$ cat src/hw/rtl/dtts_pkg.sv
`timescale 1ns / 1ps
// ----------------------------------------------------------------------------
// dtts_pkg
// Types, unit name tables and range constants for the duration text parser.
// ----------------------------------------------------------------------------
package dtts_pkg;

    // beat formats
    typedef struct packed {
        logic [7:0] ch;
        logic       is_end;
    } t_in;

    typedef struct packed {
        logic               ok;
        logic signed [63:0] seconds;
    } t_out;

    localparam int UNIT_COUNT = 21;
    localparam int WORD_MAX   = 7;
    localparam int NAME_W     = 8 * WORD_MAX;
    localparam int LEN_W      = 4;
    localparam int CLASS_COUNT = 7;
    localparam int CLASS_W    = 3;
    localparam int SECS_W     = 25;

    // names left-justified, first character in the top byte, zero padded
    localparam logic [NAME_W-1:0] UNIT_NAME [UNIT_COUNT] = '{
        {"s",       48'h0}, {"sec",     32'h0}, {"secs",    24'h0},
        {"second",   8'h0}, {"seconds"},
        {"m",       48'h0}, {"min",     32'h0}, {"mins",    24'h0},
        {"minute",   8'h0}, {"minutes"},
        {"h",       48'h0}, {"hour",    24'h0}, {"hours",   16'h0},
        {"day",     32'h0}, {"days",    24'h0},
        {"week",    24'h0}, {"weeks",   16'h0},
        {"month",   16'h0}, {"months",   8'h0},
        {"year",    24'h0}, {"years",   16'h0}
    };

    localparam logic [LEN_W-1:0] UNIT_LEN [UNIT_COUNT] = '{
        4'd1, 4'd3, 4'd4, 4'd6, 4'd7,
        4'd1, 4'd3, 4'd4, 4'd6, 4'd7,
        4'd1, 4'd4, 4'd5,
        4'd3, 4'd4,
        4'd4, 4'd5,
        4'd5, 4'd6,
        4'd4, 4'd5
    };

    // scale class of each name
    localparam logic [CLASS_W-1:0] UNIT_CLASS [UNIT_COUNT] = '{
        3'd0, 3'd0, 3'd0, 3'd0, 3'd0,
        3'd1, 3'd1, 3'd1, 3'd1, 3'd1,
        3'd2, 3'd2, 3'd2,
        3'd3, 3'd3,
        3'd4, 3'd4,
        3'd5, 3'd5,
        3'd6, 3'd6
    };

    // seconds per unit: second, minute, hour, day, week, month, year
    localparam logic [SECS_W-1:0] CLASS_SECS [CLASS_COUNT] = '{
        25'd1, 25'd60, 25'd3600, 25'd86400,
        25'd604800, 25'd2678400, 25'd31536000
    };

    // largest magnitude whose product still fits; same for either sign
    // except seconds, where the positive bound is checked separately
    localparam logic [63:0] CLASS_LIM [CLASS_COUNT] = '{
        64'h8000_0000_0000_0000,
        64'd153722867280912930,
        64'd2562047788015215,
        64'd106751991167300,
        64'd15250284452471,
        64'd3443612618300,
        64'd292471208677
    };

    // a further digit overflows above this magnitude
    localparam logic [63:0] DIGIT_LIM = 64'd922337203685477580;

endpackage

$ cat src/hw/rtl/duration_text_to_seconds.sv
`timescale 1ns / 1ps
// ----------------------------------------------------------------------------
// duration_text_to_seconds
// Parses a duration text, one character per beat and closed by an end beat,
// into a signed 64-bit count of seconds with a success flag.
// ----------------------------------------------------------------------------
//  channel  direction  handshake                  payload
//  in       sink       i_in_valid / o_in_ready    i_in  (ch, is_end)
//  out      source     o_out_valid / i_out_ready  o_out (ok, seconds)
//
//  One beat per cycle each way unless stalled. Character beats update the parse state
//  in the cycle they are taken and produce nothing; an end beat's result passes
//  stage a (unit lookup), stage b (split 32x25 multiply) and the output register (add).
//  A stalled output holds up to three pending results before o_in_ready drops.
//  Reset is synchronous and leaves the parser waiting for a new text.
// ----------------------------------------------------------------------------
module duration_text_to_seconds (
    input  logic           i_clk,
    input  logic           i_rst_n,
    input  logic           i_in_valid,
    output logic           o_in_ready,
    input  dtts_pkg::t_in  i_in,
    output logic           o_out_valid,
    input  logic           i_out_ready,
    output dtts_pkg::t_out o_out
);
    import dtts_pkg::*;

    localparam logic [2:0] PH_START  = 3'd0;
    localparam logic [2:0] PH_SIGNED = 3'd1;
    localparam logic [2:0] PH_DIGITS = 3'd2;
    localparam logic [2:0] PH_GAP    = 3'd3;
    localparam logic [2:0] PH_WORD   = 3'd4;
    localparam logic [2:0] PH_AFTER  = 3'd5;

    // parse state
    logic [2:0]            r_phase, n_phase;
    logic [63:0]           r_mag, n_mag;
    logic                  r_neg, n_neg;
    logic [UNIT_COUNT-1:0] r_cand, n_cand;
    logic [LEN_W-1:0]      r_len, n_len;
    logic                  r_failed, n_failed;

    // result pipeline
    logic              r_a_valid, r_a_ok;
    logic [63:0]       r_a_opnd;
    logic [SECS_W-1:0] r_a_secs;
    logic              r_b_valid, r_b_ok;
    logic [56:0]       r_b_lo;
    logic [31:0]       r_b_hi;
    logic              r_o_valid;
    t_out              r_o;

    logic ready_a, ready_b, ready_c;
    logic in_acc, end_acc, char_acc;

    // stage flow control
    assign ready_c  = !r_o_valid || i_out_ready;
    assign ready_b  = !r_b_valid || ready_c;
    assign ready_a  = !r_a_valid || ready_b;
    assign o_in_ready = ready_a;
    assign in_acc   = i_in_valid && ready_a;
    assign end_acc  = in_acc && i_in.is_end;
    assign char_acc = in_acc && !i_in.is_end;

    // character classes
    logic       is_ws, is_digit, is_sign;
    logic [3:0] digit;
    logic       dig_ovf;
    logic [63:0] mag_next;

    assign is_ws    = (i_in.ch == 8'h20) || (i_in.ch >= 8'h09 && i_in.ch <= 8'h0D);
    assign is_digit = (i_in.ch >= 8'h30) && (i_in.ch <= 8'h39);
    assign is_sign  = (i_in.ch == 8'h2B) || (i_in.ch == 8'h2D);
    assign digit    = i_in.ch[3:0];
    assign dig_ovf  = (r_mag > DIGIT_LIM) || (r_mag == DIGIT_LIM && digit == 4'd9);
    assign mag_next = {r_mag[60:0], 3'b000} + {r_mag[62:0], 1'b0} + {60'd0, digit};

    // unit word character: drop names that differ at this position
    logic [UNIT_COUNT-1:0] word_cand;
    logic [LEN_W-1:0]      word_len;
    logic [NAME_W-1:0]     name_sh;

    always_comb begin
        word_cand = r_cand;
        word_len  = r_len + 4'd1;
        name_sh   = '0;
        if (r_len >= LEN_W'(WORD_MAX)) begin
            word_cand = '0;
            word_len  = LEN_W'(WORD_MAX + 1);
        end else begin
            for (int i = 0; i < UNIT_COUNT; i++) begin
                name_sh = UNIT_NAME[i] << {r_len[2:0], 3'b000};
                if (name_sh[NAME_W-1 -: 8] != i_in.ch) begin
                    word_cand[i] = 1'b0;
                end
            end
        end
    end

    // parse state next value
    always_comb begin
        n_phase  = r_phase;
        n_mag    = r_mag;
        n_neg    = r_neg;
        n_cand   = r_cand;
        n_len    = r_len;
        n_failed = r_failed;
        if (end_acc) begin
            n_phase  = PH_START;
            n_mag    = '0;
            n_neg    = 1'b0;
            n_cand   = '1;
            n_len    = '0;
            n_failed = 1'b0;
        end else if (char_acc && !r_failed) begin
            case (r_phase)
                PH_START: begin
                    if (is_ws) begin
                        n_phase = r_phase;
                    end else if (is_sign) begin
                        n_neg   = (i_in.ch == 8'h2D);
                        n_phase = PH_SIGNED;
                    end else if (is_digit) begin
                        if (dig_ovf) n_failed = 1'b1;
                        else         n_mag    = mag_next;
                        n_phase = PH_DIGITS;
                    end else begin
                        n_failed = 1'b1;
                    end
                end
                PH_SIGNED: begin
                    if (is_digit) begin
                        if (dig_ovf) n_failed = 1'b1;
                        else         n_mag    = mag_next;
                        n_phase = PH_DIGITS;
                    end else begin
                        n_failed = 1'b1;
                    end
                end
                PH_DIGITS: begin
                    if (is_digit) begin
                        if (dig_ovf) n_failed = 1'b1;
                        else         n_mag    = mag_next;
                    end else if (is_ws) begin
                        n_phase = PH_GAP;
                    end else begin
                        n_cand  = word_cand;
                        n_len   = word_len;
                        n_phase = PH_WORD;
                    end
                end
                PH_GAP: begin
                    if (!is_ws) begin
                        n_cand  = word_cand;
                        n_len   = word_len;
                        n_phase = PH_WORD;
                    end
                end
                PH_WORD: begin
                    if (is_ws) begin
                        n_phase = PH_AFTER;
                    end else begin
                        n_cand = word_cand;
                        n_len  = word_len;
                    end
                end
                default: begin
                    n_phase = r_phase;
                end
            endcase
        end
    end

    always_ff @(posedge i_clk) begin
        if (!i_rst_n) begin
            r_phase  <= PH_START;
            r_mag    <= '0;
            r_neg    <= 1'b0;
            r_cand   <= '1;
            r_len    <= '0;
            r_failed <= 1'b0;
        end else begin
            r_phase  <= n_phase;
            r_mag    <= n_mag;
            r_neg    <= n_neg;
            r_cand   <= n_cand;
            r_len    <= n_len;
            r_failed <= n_failed;
        end
    end

    // end beat: pick the first full-length match and check the range
    logic [UNIT_COUNT-1:0] hit;
    logic                  found;
    logic [CLASS_W-1:0]    cls;
    logic                  pre_fail, in_word, end_ok;
    logic [63:0]           opnd;

    always_comb begin
        found = 1'b0;
        cls   = '0;
        for (int i = 0; i < UNIT_COUNT; i++) begin
            hit[i] = r_cand[i] && (UNIT_LEN[i] == r_len);
        end
        for (int i = UNIT_COUNT - 1; i >= 0; i--) begin
            if (hit[i]) begin
                found = 1'b1;
                cls   = UNIT_CLASS[i];
            end
        end
    end

    assign pre_fail = r_failed || (!r_neg && r_mag[63]);
    assign in_word  = (r_phase == PH_WORD) || (r_phase == PH_AFTER);
    assign end_ok   = !pre_fail && in_word && found && (r_mag <= CLASS_LIM[cls]);
    // negate before the multiply; the low 64 product bits come out signed
    assign opnd     = r_neg ? (64'd0 - r_mag) : r_mag;

    // stage a: operand and scale
    always_ff @(posedge i_clk) begin
        if (!i_rst_n) begin
            r_a_valid <= 1'b0;
        end else if (ready_a) begin
            r_a_valid <= end_acc;
        end
    end

    always_ff @(posedge i_clk) begin
        if (end_acc) begin
            r_a_ok   <= end_ok;
            r_a_opnd <= opnd;
            r_a_secs <= CLASS_SECS[cls];
        end
    end

    // stage b: two partial products, only the low half of the upper one counts
    logic [56:0] prod_lo;
    logic [31:0] prod_hi;

    assign prod_lo = {25'd0, r_a_opnd[31:0]} * {32'd0, r_a_secs};
    assign prod_hi = 32'(r_a_opnd[63:32] * {7'd0, r_a_secs});

    always_ff @(posedge i_clk) begin
        if (!i_rst_n) begin
            r_b_valid <= 1'b0;
        end else if (ready_b) begin
            r_b_valid <= r_a_valid;
        end
    end

    always_ff @(posedge i_clk) begin
        if (ready_b && r_a_valid) begin
            r_b_ok <= r_a_ok;
            r_b_lo <= prod_lo;
            r_b_hi <= prod_hi;
        end
    end

    // output register: combine partials, failure reads as -1
    t_out n_o;

    always_comb begin
        n_o.ok      = r_b_ok;
        n_o.seconds = r_b_ok ? ({7'd0, r_b_lo} + {r_b_hi, 32'd0}) : '1;
    end

    always_ff @(posedge i_clk) begin
        if (!i_rst_n) begin
            r_o_valid <= 1'b0;
        end else if (ready_c) begin
            r_o_valid <= r_b_valid;
        end
    end

    always_ff @(posedge i_clk) begin
        if (ready_c && r_b_valid) begin
            r_o <= n_o;
        end
    end

    assign o_out_valid = r_o_valid;
    assign o_out       = r_o;

endmodule

$ cat config.mk
export PLATFORM = sky130hd
export DESIGN_NAME = duration_text_to_seconds
export DESIGN_NICKNAME = d
export VERILOG_FILES = /design/src/hw/rtl/dtts_pkg.sv /design/src/hw/rtl/duration_text_to_seconds.sv
export SDC_FILE = /design/constraint.sdc
export NUM_CORES = 2
export LEC_CHECK = 0
export ABC_AREA = 1
export BUFFER_PORTS_ARGS = -buffer_cell sky130_fd_sc_hd__buf_4
export CORE_ASPECT_RATIO = 0.9
export CORE_MARGIN = 8
export CORE_UTILIZATION = 30
export CTS_BUF_LIST = sky130_fd_sc_hd__clkbuf_2
export CTS_CLUSTER_DIAMETER = 80
export DETAILED_ROUTE_END_ITERATION = 8
export PLACE_DENSITY = 0.43
export REMOVE_ABC_BUFFERS = 1
export SLEW_MARGIN = 20
export SYNTH_ARGS = -nofsm -noshare
export SYNTH_HDL_FRONTEND = slang
export SYNTH_SLANG_ARGS = --single-unit
$ cat constraint.sdc
create_clock -name i_clk -period 14.8 [get_ports i_clk]
set_input_delay 0.74 -clock i_clk [delete_from_list [all_inputs] [get_ports i_clk]]
set_output_delay 0.74 -clock i_clk [all_outputs]
set_load 0.01 [all_outputs]
# Word level (Yosys, flattened, before mapping)

Memories as Yosys holds them, arrays and structs flattened. A register that Yosys moved wholly into a read port is not among the register bits.
Cells that the tools add are included.

Register bits: 317
Memory bits (read-only): 712
Input port bits: 13
Logic and storage cells: 255
Memories kept: 2

Add/sub/neg operators: 5
$mul: 2
Order comparisons: 8
Eq/ne operators: 43
Shift operators: 21
Multiplexer cells: 93
Bitwise operators: 3
Reductions and logical operators: 62

Memories:

| memory          | depth | bits a word | rd ports | clocked after Yosys merged registers in | wr ports | RTL line                        | RTL |
|---|---|---|---|---|---|---|---|
| (no name shown) | 8     | 64          | 1        | 0                                       | 0        | duration_text_to_seconds.sv:216 | `assign end_ok = !pre_fail && in_word && found && (r_mag <= CLASS_LIM[cls]);` |
| (no name shown) | 8     | 25          | 1        | 1                                       | 0        | duration_text_to_seconds.sv:233 | `r_a_secs <= CLASS_SECS[cls];` |

Operator list:

| kind                  | count |
|---|---|
| $shl 55x6->56 const A | 21 |
| $mux 64               | 7 |
| $ne 8x8->1            | 21 |
| $pmux 64 s2           | 1 |
| $mux 3                | 28 |
| $add 57x64->64        | 1 |
| $add 64x4->64         | 1 |
| $add 64x64->64        | 1 |
| $eq 64x60->1 const B  | 1 |
| $gt 64x60->1 const B  | 1 |
| $le 64x64->1          | 1 |
| $sub 1x64->64 const A | 1 |
| $mux 21               | 3 |
| $mul 32x25->57        | 1 |
| $mux 1                | 47 |
| $pmux 21 s2           | 1 |
| $logic_and 1x1->1     | 34 |
| $mul 32x25->32        | 1 |
| $eq 8x6->1 const B    | 3 |
| $eq 3x4->1 const A    | 4 |
| $pmux 3 s5            | 1 |
| $mux 4                | 3 |
| $ne 2x2->1 const B    | 6 |
| $ge 8x4->1 const B    | 1 |
| 27 further kinds      | 47 |

# Longest topological paths before layout

Depth in word-level cells: 29
Gate-level depth with buffers: 32
Mapped depth without buffers: 30

# Worst setup path after synthesis

Ideal clock, no wire load.

Path kind: reg-to-reg
Start point: register r_a_secs[15]
End point: register r_b_lo[48], data pin
Library setup time: 0.262 ns
Arrival time: 5.973 ns
Slack: 8.565 ns
Stages on the path, launching flop included: 23
Buffers on the path: 2
Period minus slack after synthesis: 6.235 ns
Cells stage by stage: edfxtp_1 clkbuf_1 buf_1 nand2_1 fa_1 inv_1 fa_1 fa_1 fa_1 inv_1 fa_1 fa_1 inv_1 fa_1 ha_1 nand2_1 nor2_1 nand2_1 nor2_1 nand3_1 nand3_1 a21oi_1 xor2_1

Longest elaborated chain between the ends: 1

RTL lines:

| what                  | RTL line                        | RTL |
|---|---|---|
| start, declared       | duration_text_to_seconds.sv:47  | `logic [SECS_W-1:0] r_a_secs;` |
| $mul 32x25->57        | duration_text_to_seconds.sv:241 | `assign prod_lo = {25'd0, r_a_opnd[31:0]} * {32'd0, r_a_secs};` |
| named net prod_lo[48] | duration_text_to_seconds.sv:238 | `logic [56:0] prod_lo;` |
| end signal, assigned  | duration_text_to_seconds.sv:255 | `r_b_lo <= prod_lo;` |
| end, declared         | duration_text_to_seconds.sv:49  | `logic [56:0] r_b_lo;` |

The timed path passes the listed nets, and every way through them passes these cells.
A chain may end at the register's enable or synchronous reset.

# Worst setup path in the final report

Start point: register r_a_secs[5]
End point: register r_b_lo[39], data pin

The elaborated chain is that of the path after synthesis.

==> impl_metrics.prom <==
# TYPE chip_impl_metric gauge
chip_impl_metric{name="syn_to_final_growth",unit="%"} 7.53
chip_impl_metric{name="gp_congestion",unit=""} 0.923
chip_impl_metric{name="slew_headroom",unit=""} 0.254
chip_impl_metric{name="clkTransAtPathRegs",unit="ns"} 0.12
chip_impl_metric{name="cts_made_buffers",unit=""} 93
chip_impl_metric{name="setup_viol",unit=""} 0
chip_impl_info{name="result_of_the_run",value="finished clean"} 1
chip_impl_metric{name="fin_setup_tns",unit="ns"} 0
chip_impl_metric{name="ant_nets",unit=""} 0
chip_impl_info{name="setup_repair_after_global_routing_missed_its_margin",value="false"} 1
chip_impl_metric{name="synth_sequential_area_ratio",unit=""} 0.149
chip_impl_metric{name="timing.critical_path.fanout_max",unit=""} 47
chip_impl_info{name="crit_end",value="r_b_lo[39]"} 1
chip_impl_metric{name="hpwlAfterDp",unit="um"} 169000
chip_impl_metric{name="synth_largest_type_area_fraction",unit=""} 0.277
chip_impl_metric{name="syn_avg_cell_area",unit="sq um"} 7.53
chip_impl_info{name="reg2reg_capture_point",value="r_b_lo[39]"} 1
chip_impl_metric{name="final_layout_size_suffix_gt1_frac",unit=""} 0.0368
chip_impl_metric{name="first_global_vias",unit=""} 51100
chip_impl_info{name="yosys.area.top_type",value="fa_1"} 1
chip_impl_metric{name="initial_core_util",unit=""} 0.302
chip_impl_metric{name="initialDrtViolationCount",unit=""} 3139
chip_impl_metric{name="synth-edff-count",unit=""} 235
chip_impl_metric{name="finalNetCount",unit=""} 9610
chip_impl_metric{name="max_root_sink_buffers",unit=""} 3
chip_impl_metric{name="cp.required",unit="ns"} 15.82
chip_impl_metric{name="drt-vias-per-instance",unit=""} 4.56
chip_impl_metric{name="vdd_drop_max",unit="mV"} 0.193
chip_impl_metric{name="maxClockFrequency",unit="MHz"} 132
chip_impl_metric{name="clock_insertion_delay_worst_skew",unit="ns"} 1.42
chip_impl_metric{name="measured_slew_at_the_worst_slew_check_pin",unit="ns"} 1.12
chip_impl_metric{name="average_wire_length_per_cell_after_detail_routing",unit="um"} 19.0
chip_impl_metric{name="area_of_the_multi_input_gates",unit="sq mm"} 0.0426
chip_impl_metric{name="drt_pre_antenna_iters",unit=""} 5
chip_impl_metric{name="max_cap_viol_count",unit=""} 0
chip_impl_info{name="crit-reg2reg-launch",value="r_a_secs[5]"} 1
chip_impl_metric{name="postCtsSetupRepairBufs",unit=""} 0
chip_impl_metric{name="drt_wl_total",unit="um"} 206000
chip_impl_metric{name="synthCells",unit=""} 8042
chip_impl_metric{name="numPortBuffers",unit=""} 79
chip_impl_metric{name="grt-ovfl-total",unit=""} 0
chip_impl_metric{name="pin_count_of_the_biggest_net_entering_global_routing",unit=""} 78
chip_impl_metric{name="count_of_clock_tree_sinks",unit=""} 332
chip_impl_metric{name="holdWs",unit="ns"} 0.455
chip_impl_metric{name="maxSlewViolCount",unit=""} 0
chip_impl_metric{name="dr_total_vias",unit=""} 49400
chip_impl_metric{name="fillers",unit=""} 21900
chip_impl_metric{name="antenna_found_initial",unit=""} 5
chip_impl_metric{name="htreeDepth",unit=""} 3
chip_impl_metric{name="ios",unit=""} 80
chip_impl_metric{name="synth-async-reset-ratio",unit=""} 0
chip_impl_info{name="synthMostInstantiatedCell",value="inv_1"} 1
chip_impl_metric{name="period_needed",unit="ns"} 7.59
chip_impl_metric{name="crit_arrival",unit="ns"} 8.61
chip_impl_info{name="clockRootBuffer",value="clkbuf_2"} 1
chip_impl_metric{name="share_of_the_clock_period_used_by_the_worst_path",unit=""} 0.513
chip_impl_metric{name="postSynthRegisterBits",unit=""} 332
chip_impl_info{name="critical_path.startpoint",value="r_a_secs[5]"} 1
chip_impl_metric{name="die-area",unit="sq mm"} 0.217
chip_impl_metric{name="drc_errors",unit=""} 0
chip_impl_metric{name="timing.final.hold_violations",unit=""} 0
chip_impl_info{name="hold_start",value="r_cand[2]"} 1
chip_impl_metric{name="timing.clock.skew",unit="ns"} 0.165
chip_impl_metric{name="power_leakage",unit="uW"} 0.0375
chip_impl_info{name="clock_tree_from_tritoncts",value="yes"} 1
chip_impl_info{name="min_path_type",value="reg2reg"} 1
chip_impl_info{name="kind_of_start_point_of_the_critical_path",value="flop"} 1
chip_impl_metric{name="logic_depth_of_the_worst_register_to_register_path",unit=""} 24
chip_impl_metric{name="yosys.cell_types.count",unit=""} 52
chip_impl_metric{name="number_of_synthesis_warnings",unit=""} 0
chip_impl_metric{name="seq_area",unit="sq mm"} 0.00900
chip_impl_metric{name="die_h",unit="um"} 442
chip_impl_metric{name="power_per_cell_area",unit="mW/mm^2"} 159
chip_impl_metric{name="syn-cell-area",unit="sq mm"} 0.0606
chip_impl_metric{name="placeableCoreArea",unit="sq mm"} 0.201
chip_impl_metric{name="rrSetupSlack",unit="ns"} 7.21
chip_impl_metric{name="dieWidth",unit="um"} 490
chip_impl_info{name="kind_of_critical_path",value="reg2reg"} 1
chip_impl_metric{name="grt_pass1_wl",unit="um"} 315000
chip_impl_metric{name="std_cell_rows",unit=""} 156
chip_impl_metric{name="grt_use_total",unit=""} 0.188
chip_impl_info{name="synth_area_leaders",value="fa_1 28%, ha_1 14%, inv_1 13%"} 1
chip_impl_info{name="synth_top_cells_by_count",value="2,141 x inv_1, 2,013 x nand2_1, 838 x fa_1, 684 x ha_1, 535 x nor2_1"} 1
chip_impl_info{name="end_kind",value="flop"} 1
chip_impl_info{name="postSynth.topFlopCell",value="edfxtp_1"} 1
## layer usage
metal | share of wire | vias to the layer above | global-route usage
met2 | 0.43 | 1052 | 0.291
met1 | 0.51 | 24000 | 0.285
met3 | 0.046 | 174 | 0.0194
li1 | - | 24200 | -
met5 | 0.000049 | - | 0
met4 | 0.019 | 2 | 0.0370
## cells in the final DEF, fill, tap and decap left out, types with 157 or more instances in the layout
| cell type | netlist | routed |
|---|---|---|
| ha_1 | 684 | 684 |
| a21oi_1 | 309 | 308 |
| fa_1 | 838 | 838 |
| xor2_1 | 157 | 157 |
| edfxtp_1 | 235 | 235 |
| nor2_1 | 535 | 534 |
| nand2_1 | 2013 | 2013 |
| inv_1 | 2141 | 2139 |
| o21ai_0 | 224 | 224 |
| nand3_1 | 221 | 221 |
## cells by family after synthesis
logic type | share of synthesized area
AOI/OAI and AO/OA | 0.0582
xor gates and xnor gates | 0.0292
adders and majority gates | 0.418
buffers and inverters | 0.148
DFF | 0.149
and+or+nand+nor | 0.198
## state kept, by name, indices dropped and copies added (netlist names), 3 cells and up
signal and count:
r_b_lo 57, r_mag 64, r_cand 21, r_a_secs 15
r_a_opnd 64, r_len 4, o_out 65, r_b_hi 32
r_phase 3
## power breakdown
group	internal (uW)	switching (uW)	total, uW
Combinational	2830	5270	8100
Sequential	1450	92.5	1540
Clock	307	435	742
Total	4590	5790	10400
## repair_timing
action / in CTS / in global routing
hold endpoints to repair: 50 / 0
resized for setup: 0 / 0
hold buffers: 24 / 0
## per-stage QoR
stage / power, uW / cell area [sq um] / utilization / setup WS (ns) / std cells
after floorplan: 6950 / 59700 / - / 8.21 / 7840
after global placement: 9690 / 63900 / 0.319 / 7.17 / 10600
after detailed placement: 9650 / 63900 / 0.319 / 7.32 / 10600
after CTS: 10500 / 65100 / 0.324 / 7.28 / 10800
after global routing: 11500 / 65100 / 0.325 / 6.86 / 10800
final: 10400 / 65100 / 0.325 / 7.21 / 10800
## final cells by class
cell class,count,area share
Antenna cell,6,0.000231
Timing Repair Buffer,140,0.0171
Clock buffer,125,0.00961
Multi-Input combinational cell,5358,0.655
Tap cell,2686,0.0516
Sequential cell,332,0.138
Clock inverter,38,0.00442
Inverter,2150,0.124
## worst max-delay path, stage by stage, from the launching register on
cell and delay [ns]:
edfxtp_1 0.94, buf_4 0.62, nand2_1 0.13, inv_1 0.16, ha_1 0.20, inv_1 0.07, fa_1 0.55, inv_1 0.07
fa_1 0.56, fa_1 0.45, fa_1 0.54, inv_1 0.05, fa_1 0.47, inv_1 0.06, fa_1 0.43, ha_1 0.38
a21oi_1 0.20, o21ai_0 0.18, a21oi_1 0.34, nand3_1 0.30, nand2_1 0.13, nand2_1 0.09, nand2_1 0.08, nand2_1 0.07
xor2_1 0.15
## worst min-delay path by stage
stage / end / slack (ns) / cells past startpoint
after CTS: r_failed / 0.20 / 8
after global placement: r_cand[9] / 0.44 / 2
after global routing: r_failed / 0.34 / 8
final: r_cand[2] / 0.45 / 2
after detailed placement: r_cand[9] / 0.44 / 2
after floorplan: r_b_ok / 0.40 / 0
(Power assumes the default switching activity.)
